==> src/rtl/core/stcf_pkg.sv <==
// shared types, constants and sha-256 helper functions for the trailer check framer
// no dependencies
`timescale 1ns / 1ps
`default_nettype none

package stcf_pkg;

  localparam int QUEUE_DEPTH_DEF = 2;

  typedef enum logic [1:0] {
    CMD_DATA,
    CMD_FIN_APPEND,
    CMD_FIN_VERIFY,
    CMD_SHORT
  } cmd_kind_t;

  // one unit of work handed from the front to the back
  typedef struct packed {
    cmd_kind_t   kind;
    logic [7:0]  dat;
    logic [2:0]  sh;
    logic [15:0] given;
  } cmd_t;

  localparam logic [31:0] SHA_IV [8] = '{
    32'h6a09e667, 32'hbb67ae85, 32'h3c6ef372, 32'ha54ff53a,
    32'h510e527f, 32'h9b05688c, 32'h1f83d9ab, 32'h5be0cd19
  };

  function automatic logic [31:0] rotr(input logic [31:0] x, input int n);
    rotr = (x >> n) | (x << (32 - n));
  endfunction

  function automatic logic [31:0] sha_k(input logic [5:0] i);
    case (i)
      6'd0:  sha_k = 32'h428a2f98;  6'd1:  sha_k = 32'h71374491;
      6'd2:  sha_k = 32'hb5c0fbcf;  6'd3:  sha_k = 32'he9b5dba5;
      6'd4:  sha_k = 32'h3956c25b;  6'd5:  sha_k = 32'h59f111f1;
      6'd6:  sha_k = 32'h923f82a4;  6'd7:  sha_k = 32'hab1c5ed5;
      6'd8:  sha_k = 32'hd807aa98;  6'd9:  sha_k = 32'h12835b01;
      6'd10: sha_k = 32'h243185be;  6'd11: sha_k = 32'h550c7dc3;
      6'd12: sha_k = 32'h72be5d74;  6'd13: sha_k = 32'h80deb1fe;
      6'd14: sha_k = 32'h9bdc06a7;  6'd15: sha_k = 32'hc19bf174;
      6'd16: sha_k = 32'he49b69c1;  6'd17: sha_k = 32'hefbe4786;
      6'd18: sha_k = 32'h0fc19dc6;  6'd19: sha_k = 32'h240ca1cc;
      6'd20: sha_k = 32'h2de92c6f;  6'd21: sha_k = 32'h4a7484aa;
      6'd22: sha_k = 32'h5cb0a9dc;  6'd23: sha_k = 32'h76f988da;
      6'd24: sha_k = 32'h983e5152;  6'd25: sha_k = 32'ha831c66d;
      6'd26: sha_k = 32'hb00327c8;  6'd27: sha_k = 32'hbf597fc7;
      6'd28: sha_k = 32'hc6e00bf3;  6'd29: sha_k = 32'hd5a79147;
      6'd30: sha_k = 32'h06ca6351;  6'd31: sha_k = 32'h14292967;
      6'd32: sha_k = 32'h27b70a85;  6'd33: sha_k = 32'h2e1b2138;
      6'd34: sha_k = 32'h4d2c6dfc;  6'd35: sha_k = 32'h53380d13;
      6'd36: sha_k = 32'h650a7354;  6'd37: sha_k = 32'h766a0abb;
      6'd38: sha_k = 32'h81c2c92e;  6'd39: sha_k = 32'h92722c85;
      6'd40: sha_k = 32'ha2bfe8a1;  6'd41: sha_k = 32'ha81a664b;
      6'd42: sha_k = 32'hc24b8b70;  6'd43: sha_k = 32'hc76c51a3;
      6'd44: sha_k = 32'hd192e819;  6'd45: sha_k = 32'hd6990624;
      6'd46: sha_k = 32'hf40e3585;  6'd47: sha_k = 32'h106aa070;
      6'd48: sha_k = 32'h19a4c116;  6'd49: sha_k = 32'h1e376c08;
      6'd50: sha_k = 32'h2748774c;  6'd51: sha_k = 32'h34b0bcb5;
      6'd52: sha_k = 32'h391c0cb3;  6'd53: sha_k = 32'h4ed8aa4a;
      6'd54: sha_k = 32'h5b9cca4f;  6'd55: sha_k = 32'h682e6ff3;
      6'd56: sha_k = 32'h748f82ee;  6'd57: sha_k = 32'h78a5636f;
      6'd58: sha_k = 32'h84c87814;  6'd59: sha_k = 32'h8cc70208;
      6'd60: sha_k = 32'h90befffa;  6'd61: sha_k = 32'ha4506ceb;
      6'd62: sha_k = 32'hbef9a3f7;  6'd63: sha_k = 32'hc67178f2;
      default: sha_k = 32'h0;
    endcase
  endfunction

endpackage

`default_nettype wire

==> src/rtl/core/stcf_front.sv <==
// front end: takes input beats, holds the trailing bytes in verify mode, builds commands
// depends on stcf_pkg
`timescale 1ns / 1ps
`default_nettype none

module stcf_front (
  input  wire logic          clk,
  input  wire logic          rst,
  input  wire logic          cfg_valid,
  input  wire logic          cfg_mode,
  input  wire logic          in_valid,
  output logic               in_ready,
  input  wire logic [7:0]    data_byte,
  input  wire logic          frame_end,
  input  wire logic [3:0]    final_used_bits,
  input  wire logic          q_full,
  output logic               push,
  output stcf_pkg::cmd_t     push_cmd
);
  import stcf_pkg::*;

  logic       mode;
  logic [7:0] held0;
  logic [7:0] held1;
  logic [1:0] seen;
  logic [2:0] used;
  logic [2:0] sh;
  logic [7:0] mask;
  logic [23:0] trail;
  logic       need;
  logic       fire;

  assign in_ready = !q_full;
  assign fire     = in_valid && in_ready;
  assign used     = final_used_bits[2:0];
  assign sh       = 3'(3'd0 - used);
  assign mask     = 8'hff << sh;
  assign trail    = {held0, held1, data_byte};

  always_comb begin
    need           = 1'b1;
    push_cmd.kind  = CMD_DATA;
    push_cmd.dat   = data_byte;
    push_cmd.sh    = sh;
    push_cmd.given = 16'(trail >> sh);
    if (!mode) begin
      if (frame_end) begin
        push_cmd.kind = CMD_FIN_APPEND;
        push_cmd.dat  = data_byte & mask;
      end
    end else if (!frame_end) begin
      // data leaves two beats late
      need         = seen[1];
      push_cmd.dat = held0;
    end else if (!seen[1]) begin
      push_cmd.kind = CMD_SHORT;
      push_cmd.dat  = 8'h00;
    end else begin
      push_cmd.kind = CMD_FIN_VERIFY;
      push_cmd.dat  = held0 & mask;
    end
  end

  assign push = fire && need;

  always_ff @(posedge clk) begin
    if (rst) begin
      mode  <= 1'b0;
      held0 <= 8'h00;
      held1 <= 8'h00;
      seen  <= 2'd0;
    end else if (cfg_valid) begin
      mode  <= cfg_mode;
      held0 <= 8'h00;
      held1 <= 8'h00;
      seen  <= 2'd0;
    end else if (fire) begin
      if (frame_end) begin
        held0 <= 8'h00;
        held1 <= 8'h00;
        seen  <= 2'd0;
      end else begin
        if (mode) begin
          held0 <= held1;
          held1 <= data_byte;
        end
        if (seen != 2'd3) seen <= seen + 2'd1;
      end
    end
  end

endmodule

`default_nettype wire

==> src/rtl/core/stcf_queue.sv <==
// short command queue between front and back
// depends on stcf_pkg
`timescale 1ns / 1ps
`default_nettype none

module stcf_queue #(
  parameter int DEPTH = stcf_pkg::QUEUE_DEPTH_DEF
) (
  input  wire logic          clk,
  input  wire logic          rst,
  input  wire logic          clr,
  input  wire logic          push,
  input  wire stcf_pkg::cmd_t push_data,
  output logic               full,
  input  wire logic          pop,
  output logic               pop_valid,
  output stcf_pkg::cmd_t     pop_data
);
  import stcf_pkg::*;

  localparam int PTR_W = (DEPTH > 1) ? $clog2(DEPTH) : 1;
  localparam int CNT_W = $clog2(DEPTH + 1);

  cmd_t             slots [DEPTH];
  logic [PTR_W-1:0] wptr;
  logic [PTR_W-1:0] rptr;
  logic [CNT_W-1:0] count;

  assign full      = (count == CNT_W'(DEPTH));
  assign pop_valid = (count != '0);
  assign pop_data  = slots[rptr];

  always_ff @(posedge clk) begin
    if (push) slots[wptr] <= push_data;
  end

  always_ff @(posedge clk) begin
    if (rst || clr) begin
      wptr  <= '0;
      rptr  <= '0;
      count <= '0;
    end else begin
      if (push) wptr <= (wptr == PTR_W'(DEPTH - 1)) ? '0 : wptr + PTR_W'(1);
      if (pop)  rptr <= (rptr == PTR_W'(DEPTH - 1)) ? '0 : rptr + PTR_W'(1);
      if (push && !pop)      count <= count + CNT_W'(1);
      else if (pop && !push) count <= count - CNT_W'(1);
    end
  end

endmodule

`default_nettype wire

==> src/rtl/core/stcf_back.sv <==
// back end: sha-256 byte feeder, padding sequencer, round engine and result register
// depends on stcf_pkg
`timescale 1ns / 1ps
`default_nettype none

module stcf_back (
  input  wire logic          clk,
  input  wire logic          rst,
  input  wire logic          clr,
  input  wire logic          cmd_valid,
  input  wire stcf_pkg::cmd_t cmd,
  output logic               cmd_pop,
  output logic               out_valid,
  input  wire logic          out_ready,
  output logic [7:0]         out_byte,
  output logic               byte_present,
  output logic               out_last,
  output logic               check_ok
);
  import stcf_pkg::*;

  typedef enum logic [2:0] {S_IDLE, S_PAD, S_LEN, S_COMP, S_ADD, S_RES} state_t;

  state_t      state;
  state_t      ret_state;
  logic [31:0] hw [8];
  logic [31:0] v  [8];
  logic [31:0] w  [16];
  logic [31:0] w_fed [16];
  logic [31:0] w_rnd [16];
  logic [63:0] len;
  logic [5:0]  pos;
  logic [5:0]  rnd;
  logic [2:0]  lidx;
  logic        pad_first;
  logic [1:0]  res_k;
  cmd_kind_t   c_kind;
  logic [7:0]  c_dat;
  logic [2:0]  c_sh;
  logic [15:0] c_given;

  logic        out_free;
  logic        out_load;
  logic        feed_en;
  logic        feed_data;
  logic [7:0]  feed_byte;
  logic [63:0] bit_len;
  logic [31:0] t1;
  logic [31:0] t2;
  logic [31:0] w_new;
  logic [23:0] app_word;
  logic [15:0] check;

  assign out_free = !out_valid || out_ready;
  assign cmd_pop  = (state == S_IDLE) && cmd_valid && out_free;
  // a new result beat enters the output register this cycle
  assign out_load = (cmd_pop && (cmd.kind == CMD_DATA || cmd.kind == CMD_SHORT))
                 || ((state == S_RES) && out_free);
  assign bit_len  = {len[60:0], 3'b000};
  assign check    = hw[0][31:16];
  assign app_word = {c_dat, 16'h0000} | (24'(check) << c_sh);

  always_comb begin
    feed_en   = 1'b0;
    feed_data = 1'b0;
    feed_byte = cmd.dat;
    unique case (state)
      S_IDLE: begin
        feed_en   = cmd_pop && (cmd.kind != CMD_SHORT);
        feed_data = feed_en;
      end
      S_PAD: begin
        feed_en   = 1'b1;
        feed_byte = pad_first ? 8'h80 : 8'h00;
      end
      S_LEN: begin
        feed_en   = 1'b1;
        feed_byte = bit_len[{3'd7 - lidx, 3'b000} +: 8];
      end
      default: ;
    endcase
  end

  // byte shift into the 16-word block window, and one schedule step per round
  always_comb begin
    for (int j = 0; j < 15; j++) begin
      w_fed[j] = {w[j][23:0], w[j+1][31:24]};
      w_rnd[j] = w[j+1];
    end
    w_fed[15] = {w[15][23:0], feed_byte};
    w_new = (rotr(w[14], 17) ^ rotr(w[14], 19) ^ (w[14] >> 10)) + w[9]
          + (rotr(w[1], 7) ^ rotr(w[1], 18) ^ (w[1] >> 3)) + w[0];
    w_rnd[15] = w_new;
    t1 = v[7] + (rotr(v[4], 6) ^ rotr(v[4], 11) ^ rotr(v[4], 25))
       + ((v[4] & v[5]) ^ (~v[4] & v[6])) + sha_k(rnd) + w[0];
    t2 = (rotr(v[0], 2) ^ rotr(v[0], 13) ^ rotr(v[0], 22))
       + ((v[0] & v[1]) ^ (v[0] & v[2]) ^ (v[1] & v[2]));
  end

  always_ff @(posedge clk) begin
    if (rst || clr) begin
      state     <= S_IDLE;
      ret_state <= S_IDLE;
      out_valid <= 1'b0;
      hw        <= SHA_IV;
      len       <= '0;
      pos       <= '0;
      rnd       <= '0;
      lidx      <= '0;
      pad_first <= 1'b0;
      res_k     <= '0;
    end else begin
      if (out_ready && !out_load) out_valid <= 1'b0;
      if (feed_en) begin
        w   <= w_fed;
        pos <= pos + 6'd1;
      end
      if (feed_data) len <= len + 64'd1;

      unique case (state)
        S_IDLE: begin
          if (cmd_pop) begin
            c_kind  <= cmd.kind;
            c_dat   <= cmd.dat;
            c_sh    <= cmd.sh;
            c_given <= cmd.given;
            unique case (cmd.kind)
              CMD_DATA: begin
                out_valid    <= 1'b1;
                out_byte     <= cmd.dat;
                byte_present <= 1'b1;
                out_last     <= 1'b0;
                check_ok     <= 1'b0;
                if (pos == 6'd63) begin
                  state     <= S_COMP;
                  ret_state <= S_IDLE;
                  v         <= hw;
                  rnd       <= '0;
                end
              end
              CMD_FIN_APPEND, CMD_FIN_VERIFY: begin
                pad_first <= 1'b1;
                if (pos == 6'd63) begin
                  state     <= S_COMP;
                  ret_state <= S_PAD;
                  v         <= hw;
                  rnd       <= '0;
                end else begin
                  state <= S_PAD;
                end
              end
              default: begin
                // short frame in verify mode: status only
                out_valid    <= 1'b1;
                out_byte     <= 8'h00;
                byte_present <= 1'b0;
                out_last     <= 1'b1;
                check_ok     <= 1'b0;
                hw           <= SHA_IV;
                len          <= '0;
                pos          <= '0;
              end
            endcase
          end
        end
        S_PAD: begin
          pad_first <= 1'b0;
          if (pos == 6'd55) begin
            state <= S_LEN;
            lidx  <= '0;
          end else if (pos == 6'd63) begin
            state     <= S_COMP;
            ret_state <= S_PAD;
            v         <= hw;
            rnd       <= '0;
          end
        end
        S_LEN: begin
          lidx <= lidx + 3'd1;
          if (lidx == 3'd7) begin
            state     <= S_COMP;
            ret_state <= S_RES;
            v         <= hw;
            rnd       <= '0;
          end
        end
        S_COMP: begin
          v[7] <= v[6];
          v[6] <= v[5];
          v[5] <= v[4];
          v[4] <= v[3] + t1;
          v[3] <= v[2];
          v[2] <= v[1];
          v[1] <= v[0];
          v[0] <= t1 + t2;
          w    <= w_rnd;
          rnd  <= rnd + 6'd1;
          if (rnd == 6'd63) state <= S_ADD;
        end
        S_ADD: begin
          for (int j = 0; j < 8; j++) hw[j] <= hw[j] + v[j];
          res_k <= '0;
          state <= ret_state;
        end
        default: begin
          if (out_free) begin
            out_valid    <= 1'b1;
            byte_present <= 1'b1;
            res_k        <= res_k + 2'd1;
            if (c_kind == CMD_FIN_VERIFY) begin
              out_byte <= c_dat;
              out_last <= 1'b1;
              check_ok <= (check == c_given);
            end else begin
              out_byte <= app_word[{2'd2 - res_k, 3'b000} +: 8];
              out_last <= (res_k == 2'd2);
              check_ok <= 1'b0;
            end
            if (c_kind == CMD_FIN_VERIFY || res_k == 2'd2) begin
              state <= S_IDLE;
              hw    <= SHA_IV;
              len   <= '0;
              pos   <= '0;
            end
          end
        end
      endcase
    end
  end

endmodule

`default_nettype wire

==> src/rtl/core/sha256_trailer_check_framer_unit.sv <==
// top level of the sha-256 trailer check framer: front, command queue, back
// depends on stcf_pkg, stcf_front, stcf_queue, stcf_back
//
//   channel | signals                                          | dir
//   --------+--------------------------------------------------+-----
//   cfg     | cfg_valid cfg_ready cfg_mode                     | in
//   in      | in_valid in_ready data_byte frame_end final_used_bits | in
//   out     | out_valid out_ready out_byte byte_present out_last check_ok | out
//
// a full 64-byte block runs 64 rounds of the single round unit and the hash add,
// and the back end takes no new command meanwhile
// a frame end feeds padding and length bytes and runs one or two compressions,
// except a short one; result beats: three in append mode, one in verify
// cfg_ready is always high; a mode write restarts the frame; sync reset clears all
// either side may stall: the queue and the result register decouple the two ends
`timescale 1ns / 1ps
`default_nettype none

module sha256_trailer_check_framer_unit #(
  parameter int QUEUE_DEPTH = stcf_pkg::QUEUE_DEPTH_DEF
) (
  input  wire logic       clk,
  input  wire logic       rst,
  input  wire logic       cfg_valid,
  output logic            cfg_ready,
  input  wire logic       cfg_mode,
  input  wire logic       in_valid,
  output logic            in_ready,
  input  wire logic [7:0] data_byte,
  input  wire logic       frame_end,
  input  wire logic [3:0] final_used_bits,
  output logic            out_valid,
  input  wire logic       out_ready,
  output logic [7:0]      out_byte,
  output logic            byte_present,
  output logic            out_last,
  output logic            check_ok
);
  import stcf_pkg::*;

  logic cfg_wr;
  logic q_full;
  logic push;
  cmd_t push_cmd;
  logic pop;
  logic pop_valid;
  cmd_t pop_cmd;

  assign cfg_ready = 1'b1;
  assign cfg_wr    = cfg_valid && cfg_ready;

  stcf_front u_front (
    .clk             (clk),
    .rst             (rst),
    .cfg_valid       (cfg_wr),
    .cfg_mode        (cfg_mode),
    .in_valid        (in_valid),
    .in_ready        (in_ready),
    .data_byte       (data_byte),
    .frame_end       (frame_end),
    .final_used_bits (final_used_bits),
    .q_full          (q_full),
    .push            (push),
    .push_cmd        (push_cmd)
  );

  stcf_queue #(
    .DEPTH (QUEUE_DEPTH)
  ) u_queue (
    .clk       (clk),
    .rst       (rst),
    .clr       (cfg_wr),
    .push      (push),
    .push_data (push_cmd),
    .full      (q_full),
    .pop       (pop),
    .pop_valid (pop_valid),
    .pop_data  (pop_cmd)
  );

  stcf_back u_back (
    .clk          (clk),
    .rst          (rst),
    .clr          (cfg_wr),
    .cmd_valid    (pop_valid),
    .cmd          (pop_cmd),
    .cmd_pop      (pop),
    .out_valid    (out_valid),
    .out_ready    (out_ready),
    .out_byte     (out_byte),
    .byte_present (byte_present),
    .out_last     (out_last),
    .check_ok     (check_ok)
  );

endmodule

`default_nettype wire

==> config.mk <==
export PLATFORM = sky130hd
export DESIGN_NAME = sha256_trailer_check_framer_unit
export DESIGN_NICKNAME = d
export VERILOG_FILES = /design/src/rtl/core/stcf_pkg.sv /design/src/rtl/core/stcf_front.sv /design/src/rtl/core/stcf_queue.sv /design/src/rtl/core/stcf_back.sv /design/src/rtl/core/sha256_trailer_check_framer_unit.sv
export SDC_FILE = /design/constraint.sdc
export NUM_CORES = 2
export LEC_CHECK = 0
export BUFFER_PORTS_ARGS = -buffer_cell sky130_fd_sc_hd__buf_2
export CAP_MARGIN = 20
export CORE_ASPECT_RATIO = 0.8
export CORE_MARGIN = 2
export CORE_UTILIZATION = 50
export CTS_CLUSTER_DIAMETER = 150
export CTS_CLUSTER_SIZE = 20
export DETAILED_ROUTE_END_ITERATION = 10
export PLACE_DENSITY = 0.65
export SLEW_MARGIN = 20
export SYNTH_ARGS = -nofsm -noshare
export SYNTH_HDL_FRONTEND = slang
export SYNTH_HIERARCHICAL = 1
export SYNTH_SLANG_ARGS = --single-unit
==> constraint.sdc <==
create_clock -name clk -period 50 [get_ports clk]
set_clock_uncertainty 0.05 [all_clocks]
set_input_delay 2.5 -clock clk [delete_from_list [all_inputs] [get_ports clk]]
set_output_delay 2.5 -clock clk [all_outputs]
set_load 0.1 [all_outputs]
---- After elaboration in Yosys (flattened, before gate mapping) ----
Memory sizes are Yosys's and may differ from the RTL's. A register that Yosys moved wholly into a read port is not among the register bits.
Index checks and enable logic that the tools add are counted.
operators by class
  add/sub/neg operators ................... 31
  equality and inequality tests ........... 29
  shift operators ......................... 5
  mux-type cells .......................... 106
  bitwise gates (word level) .............. 34
  reduce and logical (&&, ||, !) cells .... 57
operators with widths
  kind                                                              number
  256-bit two-way mux                                               9
  512-bit two-way mux                                               2
  256-bit case mux with 4 select lines                              1
  256-bit case mux with 3 select lines                              1
  32-bit adder                                                      18
  64-bit two-way mux                                                5
  32-bit XOR                                                        9
  32-bit bitwise AND                                                5
  64-bit case mux with 2 select lines                               1
  6-bit two-way mux                                                 12
  8-bit two-way mux                                                 9
  64-bit by 1-bit adder with 64-bit output (second input constant)  1
  64-bit by 7-bit indexed part select with 8-bit output             1
  8-bit case mux with 2 select lines                                3
  3-bit two-way mux                                                 13
  32-bit inverter                                                   1
  10-bit by 32-bit bitwise OR with 32-bit output                    1
  13-bit by 32-bit bitwise OR with 32-bit output                    1
  14-bit by 32-bit bitwise OR with 32-bit output                    1
  15-bit by 32-bit bitwise OR with 32-bit output                    1
  19-bit by 32-bit bitwise OR with 32-bit output                    1
  21-bit by 32-bit bitwise OR with 32-bit output                    1
  25-bit by 32-bit bitwise OR with 32-bit output                    1
  26-bit by 32-bit bitwise OR with 32-bit output                    1
  other kinds (56)                                                  163
word-level totals
  bits in registers ....................... 1,176
  memory bits (writable) .................. 58
  ROM bits ................................ 2,048
  bits of input ports ..................... 19
  output and inout port bits .............. 14
  word-level logic and storage cells ...... 320
  memories kept ........................... 2
memories
  memory            words  width  rd ports  clocked after Yosys merged registers in  wr ports  line              text
  (name not given)  64     32     1         1                                        0         stcf_pkg.sv:35    case (i)
  u_queue.slots     2      29     1         1                                        1         stcf_queue.sv:24  cmd_t slots [DEPTH];

---- Depth between registers and ports, before layout ----
  word-level depth ........................ 11
  depth in mapped cells ................... 34
  gate-level depth less buffers ........... 33

---- Hierarchy ----
The synthesis kept the hierarchy.
by module, submodules not included
  module                            times used  cells each  area an instance (um^2)  sequential area each (um^2)
  stcf_back                         1           8,720       76,769.9                 31,750.5
  stcf_queue                        1           112         2,308.5                  1,841.8
  stcf_front                        1           203         1,744.2                  380.4
  sha256_trailer_check_framer_unit  1           2           11.3                     0.0

---- Least setup slack after synthesis ----
No wires, ideal clock.
  path kind ............................... input -> register
  start point ............................. in cfg_valid
  end point ............................... reg u_back/w[0] (netlist bit), enable pin
  library setup time ...................... 1,560 ps
  data arrival time ....................... 27,884 ps
  required time ........................... 48,390 ps
  slack ................................... 20,506 ps
  cell stages on the path ................. 5
  path buffers ............................ 3
  cell sequence ........................... or2_2 clkbuf_1 clkbuf_1 clkbuf_1 a21oi_1
on the way
  word-level cells in the longest chain between the ends .. 3
RTL lines
  item                           line                                    text
  start, declared                sha256_trailer_check_framer_unit.sv:24  input wire logic cfg_valid,
  1-bit logical OR               stcf_back.sv:101                        if (rst || clr) begin
  1-bit inverter (no line)       n/a
  2-bit AND reduction (no line)  n/a
  end signal, assigned           stcf_back.sv:115                        w <= w_fed;
  end signal, assigned           stcf_back.sv:196                        w <= w_rnd;
  end, declared                  stcf_back.sv:28                         logic [31:0] w [16];
Every way passes these cells.
A chain may end at the register's enable or synchronous reset.

---- Worst setup path in the final report ----
  start point ............................. reg u_back/v[122] (netlist bit)
  end point ............................... reg u_back/v[253] (netlist bit), data pin
on the way
  word-level cells in the longest chain between the ends .. 9
  elaborated cells between the ends (all ways) .. 15
  those cells by class .................... add/sub (5); mux (1); bitwise (9)
RTL lines
  item                                                                                                                     line              text
  start, declared                                                                                                          stcf_back.sv:27   logic [31:0] v [8];
  start signal, assigned                                                                                                   stcf_back.sv:137  v <= hw;
  start signal, assigned                                                                                                   stcf_back.sv:146  v <= hw;
  start signal, assigned                                                                                                   stcf_back.sv:174  v <= hw;
  21-bit by 32-bit bitwise OR with 32-bit output / 26-bit by 32-bit bitwise OR with 32-bit output (equally long branches)  stcf_pkg.sv:31    rotr = (x >> n) | (x << (32 - n));
  32-bit XOR (2 in series)                                                                                                 stcf_back.sv:94   t1 = v[7] + (rotr(v[4], 6) ^ rotr(v[4], 11) ^ rotr(v[4], 25))
  32-bit adder                                                                                                             stcf_back.sv:94
  32-bit adder (*) (3 in series)                                                                                           stcf_back.sv:95   + ((v[4] & v[5]) ^ (~v[4] & v[6])) + sha_k(rnd) + w[0];
  32-bit adder (*)                                                                                                         stcf_back.sv:195  v[0] <= t1 + t2;
  256-bit case mux with 4 select lines (*)                                                                                 stcf_back.sv:120  unique case (state)
Mark *: on every way between the ends. The rest lies on a longest branch, timed or not.

==> results.rst <==
.. list-table::
   :header-rows: 1

   * - Metric
     - Value
   * - Result of the run
     - complete, no violations
   * - Largest net degree at the start of global routing
     - 260
   * - Total detailed-routing wirelength
     - around 240 mm
   * - Portion of the post-synthesis area used by sequential elements
     - between 40 and 50%
   * - Setup slack of the most critical reg-to-reg path
     - 41560 ps
   * - Transition time at the pin with the least slew margin
     - 1218 ps
   * - Post-CTS Hold Fix Bufs
     - 0
   * - Per-cell via count in the routed design
     - 5.918
   * - Std cell rows
     - 131
   * - Final GP Congestion
     - 0.9700
   * - Core footprint
     - ~160000 µm²
   * - Hold path startpoint
     - u_back/ret_state[0]
   * - Data required time at the worst endpoint
     - 50420 ps
   * - Quantity of gates resized following cts
     - 0
   * - Port buffer count
     - 30
   * - Final hold violation count
     - 0
   * - Type of origin of the critical path
     - flip-flop
   * - Deepest clock path buffer count
     - 3
   * - Fin. max-slew vios
     - 0
   * - Antenna viol nets, final
     - 0
   * - Height of the chip
     - 363.6 µm
   * - HPWL after detailed placement
     - 167.1 mm
   * - Count of buffers added by post-CTS timing repair for setup
     - 0
   * - Total clock buffers created by CTS
     - 73
   * - Setup TNS Final
     - 0 ps
   * - CTS clock-pin slew for the worst setup and hold paths
     - 100 ps
   * - Flip-flop and latch count after synthesis
     - 1264
   * - Slowest CP cell
     - sky130_fd_sc_hd__edfxtp_1
   * - Data arrival, critical path
     - around 8900 ps
   * - Root buffer selected by CTS
     - sky130_fd_sc_hd__clkbuf_16
   * - Clock latency of the later-clocked register in the worst-skew pair
     - 750 ps
   * - Via count of the first global-routing pass
     - slightly below 60000
   * - CTS tree
     - done
   * - Async set-reset flop share out of synthesis
     - 0%
   * - Syn Std Cell Area
     - 80830 µm²
   * - Number of clock sinks
     - 1264
   * - I/O pin count
     - 33
   * - Residual overflow from global routing
     - 0
   * - Maximum fanout count along the critical path
     - 6
   * - Worst hold endpoint
     - u_back/ret_state[0]
   * - Clock period minus final worst setup slack
     - 8438 ps
   * - Final core area utilization
     - 52.85%
   * - Sort of element at the end of the critical path
     - flip-flop
   * - Antenna violations before repair
     - 3
   * - Initial Util
     - about half
   * - Synth Area per Inst
     - roughly 8.9 µm²
   * - Main flop type after synthesis
     - sky130_fd_sc_hd__edfxtp_1
   * - Number of vias in the routed layout
     - 64450
   * - VDD IR-drop max
     - 25.26 µV
   * - Number of nets in the finished design
     - between 9000 and 10000
   * - Relative max-transition margin
     - 17.78%
   * - Netlist cell types
     - 105
   * - Lkg Pwr
     - between 30 and 40 nW
   * - Yosys synthesis warning count
     - 6
   * - Share of final-layout standard cells stronger than drive strength 1
     - 3.960%
   * - Total chip power
     - roughly 0.0027 W
   * - Power per standard cell area
     - 31.69 nW/µm²
   * - Number of nets produced by synthesis
     - between 9000 and 10000
   * - Min-delay worst type
     - reg2reg
   * - Number of H-tree branching levels
     - 3
   * - Number of violations reported at the end of detailed-routing iteration 0
     - 7433
   * - Cell depth of the worst flop-to-flop path
     - 31
   * - Max Fclk
     - approximately 120 MHz
   * - Largest stage delay, worst path
     - 700 ps
   * - Post-synthesis cell count
     - 9037
   * - Count of max-cap constraint violations
     - 0
   * - Full die area
     - 164900 µm²
   * - Number of iterations in the first detailed-routing pass
     - 6
   * - Final routed DRC violation total
     - 0
   * - Total global-route track usage
     - 28.06%
   * - Cells on Worst Hold Path
     - 2
   * - Period utilisation layout
     - 16.88%
   * - EDFF count, synth
     - 866
   * - Die Width
     - roughly 450 µm
   * - Final Setup Violations
     - 0
   * - Type of the worst setup path
     - reg2reg
   * - Post-Route Hold Slack
     - 423.9 ps
   * - Area delta synth->final
     - 4.593%
   * - WL per Instance
     - 21.66 µm
   * - Startpoint of the most critical register-to-register path
     - u_back/v[122]
   * - Terminus of the critical flop-to-flop path
     - u_back/v[253]
   * - RSZ-0062 raised after global routing
     - false
   * - Global-route wire length before repair
     - ~360 mm
   * - Count of antenna diodes in the layout
     - 0
synthesized netlist by cell type (37+ instances only):
library cell / instances / area, µm²
sky130_fd_sc_hd__inv_1: 502 / 1884
sky130_fd_sc_hd__o22ai_1: 104 / 650.6
sky130_fd_sc_hd__edfxtp_1: 866 / 26000
sky130_fd_sc_hd__nor3_1: 89 / 445.4
sky130_fd_sc_hd__o21a_1: 54 / 405.4
sky130_fd_sc_hd__mux2_2: 71 / 799.5
sky130_fd_sc_hd__xor2_1: 278 / 2435
sky130_fd_sc_hd__a211oi_1: 70 / 525.5
sky130_fd_sc_hd__nand3_1: 115 / 575.6
sky130_fd_sc_hd__and3_1: 43 / 269.0
sky130_fd_sc_hd__a31oi_1: 64 / 400.4
sky130_fd_sc_hd__nand4_1: 43 / 269.0
sky130_fd_sc_hd__o21bai_1: 56 / 420.4
sky130_fd_sc_hd__nor2_1: 475 / 1783
sky130_fd_sc_hd__xnor2_1: 361 / 3162
sky130_fd_sc_hd__nand2b_1: 59 / 369.1
sky130_fd_sc_hd__clkbuf_1: 451 / 1693
sky130_fd_sc_hd__or3_1: 37 / 231.5
sky130_fd_sc_hd__a21o_1: 190 / 1426
sky130_fd_sc_hd__o211ai_1: 50 / 375.4
sky130_fd_sc_hd__o31ai_1: 41 / 307.8
sky130_fd_sc_hd__a21oi_1: 493 / 2467
sky130_fd_sc_hd__o21ai_0: 505 / 2527
sky130_fd_sc_hd__mux2i_1: 61 / 610.6
sky130_fd_sc_hd__fa_1: 195 / 3904
sky130_fd_sc_hd__nor2b_1: 53 / 331.6
sky130_fd_sc_hd__a22oi_1: 80 / 600.6
sky130_fd_sc_hd__nand2_1: 2364 / 8874
sky130_fd_sc_hd__dfxtp_1: 398 / 7968
sky130_fd_sc_hd__ha_1: 403 / 5042
cells in the final DEF, fill, tap and decap left out, drive strengths merged, types with 190 or more instances in the layout:
master,synthesis,routed
dfxtp,398,398
a21oi,495,495
a21o,190,190
xor2,279,279
ha,403,403
nand2,2364,2364
o21ai,516,516
inv,505,512
xnor2,361,361
fa,195,195
nor2,481,481
edfxtp,866,866
cell type report:
cell class                 instances  area, µm²
timing repair buffer              99      709.4
tap                             2128       2663
multi-input combinational       6757      43130
clock buffer                     126       2026
clock inverter                     9      143.9
fill                           14650      75430
sequential                      1264      33970
inverter                         507       1906
sequential cells by signal, summed over array words and instances, names as in the netlist, 3 cells and up, named ones only:
name              flops
u_back/lidx           3
u_back/pos            6
u_front/held0         8
u_back/len           61
u_back/v            256
u_back/c_dat          8
u_back/w            512
u_back/out_byte       8
u_back/check         16
u_back/hw           240
u_front/held1         8
u_back/ret_state      3
u_queue/slots        58
u_back/c_sh           3
u_back/state          3
u_back/rnd            6
u_back/c_given       16
per-stage QoR:
step	instances	setup WS, ps	area (µm²)
finish	10890	41560	84550
floorplan	9037	20510	80830
CTS	10890	41670	84540
detailed placement	10760	41730	82370
global route	10890	41270	84550
global placement	10760	41860	82370
worst max-delay path by stage:
stage / cells after the start / to / startpoint / slack [ps]
after floorplan: 5 / u_back/w[0] / cfg_valid / 20510
final: 31 / u_back/v[253] / u_back/v[122] / 41560
after global routing: 31 / u_back/v[253] / u_back/v[122] / 41270
after detailed placement: 31 / u_back/v[253] / u_back/v[122] / 41730
after global placement: 31 / u_back/v[253] / u_back/v[122] / 41860
after CTS: 31 / u_back/v[253] / u_back/v[122] / 41670
worst max-delay path: cells and delay by family (launching register included):
kind	cells	cell delay, ps
fa+ha+maj	7	2690
buf+inv	3	200
flops	1	700
compound gates	13	2790
xor+xnor	4	1140
simple gates	4	610
cells by family (layout without fill, tap and decap cells):
| group | Yosys count | after routing | synth area share (%) |
|---|---|---|---|
| compound gates | 1937 | 1937 | 15.02 |
| xor+xnor | 641 | 641 | 6.972 |
| fa+ha+maj | 600 | 600 | 11.09 |
| buf+inv | 1016 | 741 | 4.817 |
| flops | 1264 | 1264 | 42.03 |
| mux | 162 | 162 | 2.446 |
| other cells | 1 | 1 | 0.004639 |
| simple gates | 3416 | 3416 | 17.62 |
per-layer routing:
metal  up-vias  wire length (µm)  global-route usage (%)
met5         -                19                       0
met4         4              6967                   7.856
li1      30440                 -                       -
met1     30900            111200                   44.05
met3       325             22490                   4.725
met2      2788             95170                   39.28
where the power goes:
part	switching [W]	internal (W)	total [W]	leakage, nW
clock network	0.000373	0.000284	0.000657	1.03
logic	0.000523	0.000304	0.000827	22.3
registers	0.0000299	0.00117	0.00120	11.0
total	0.000926	0.00175	0.00268	34.4
(Power assumes the default switching activity.)
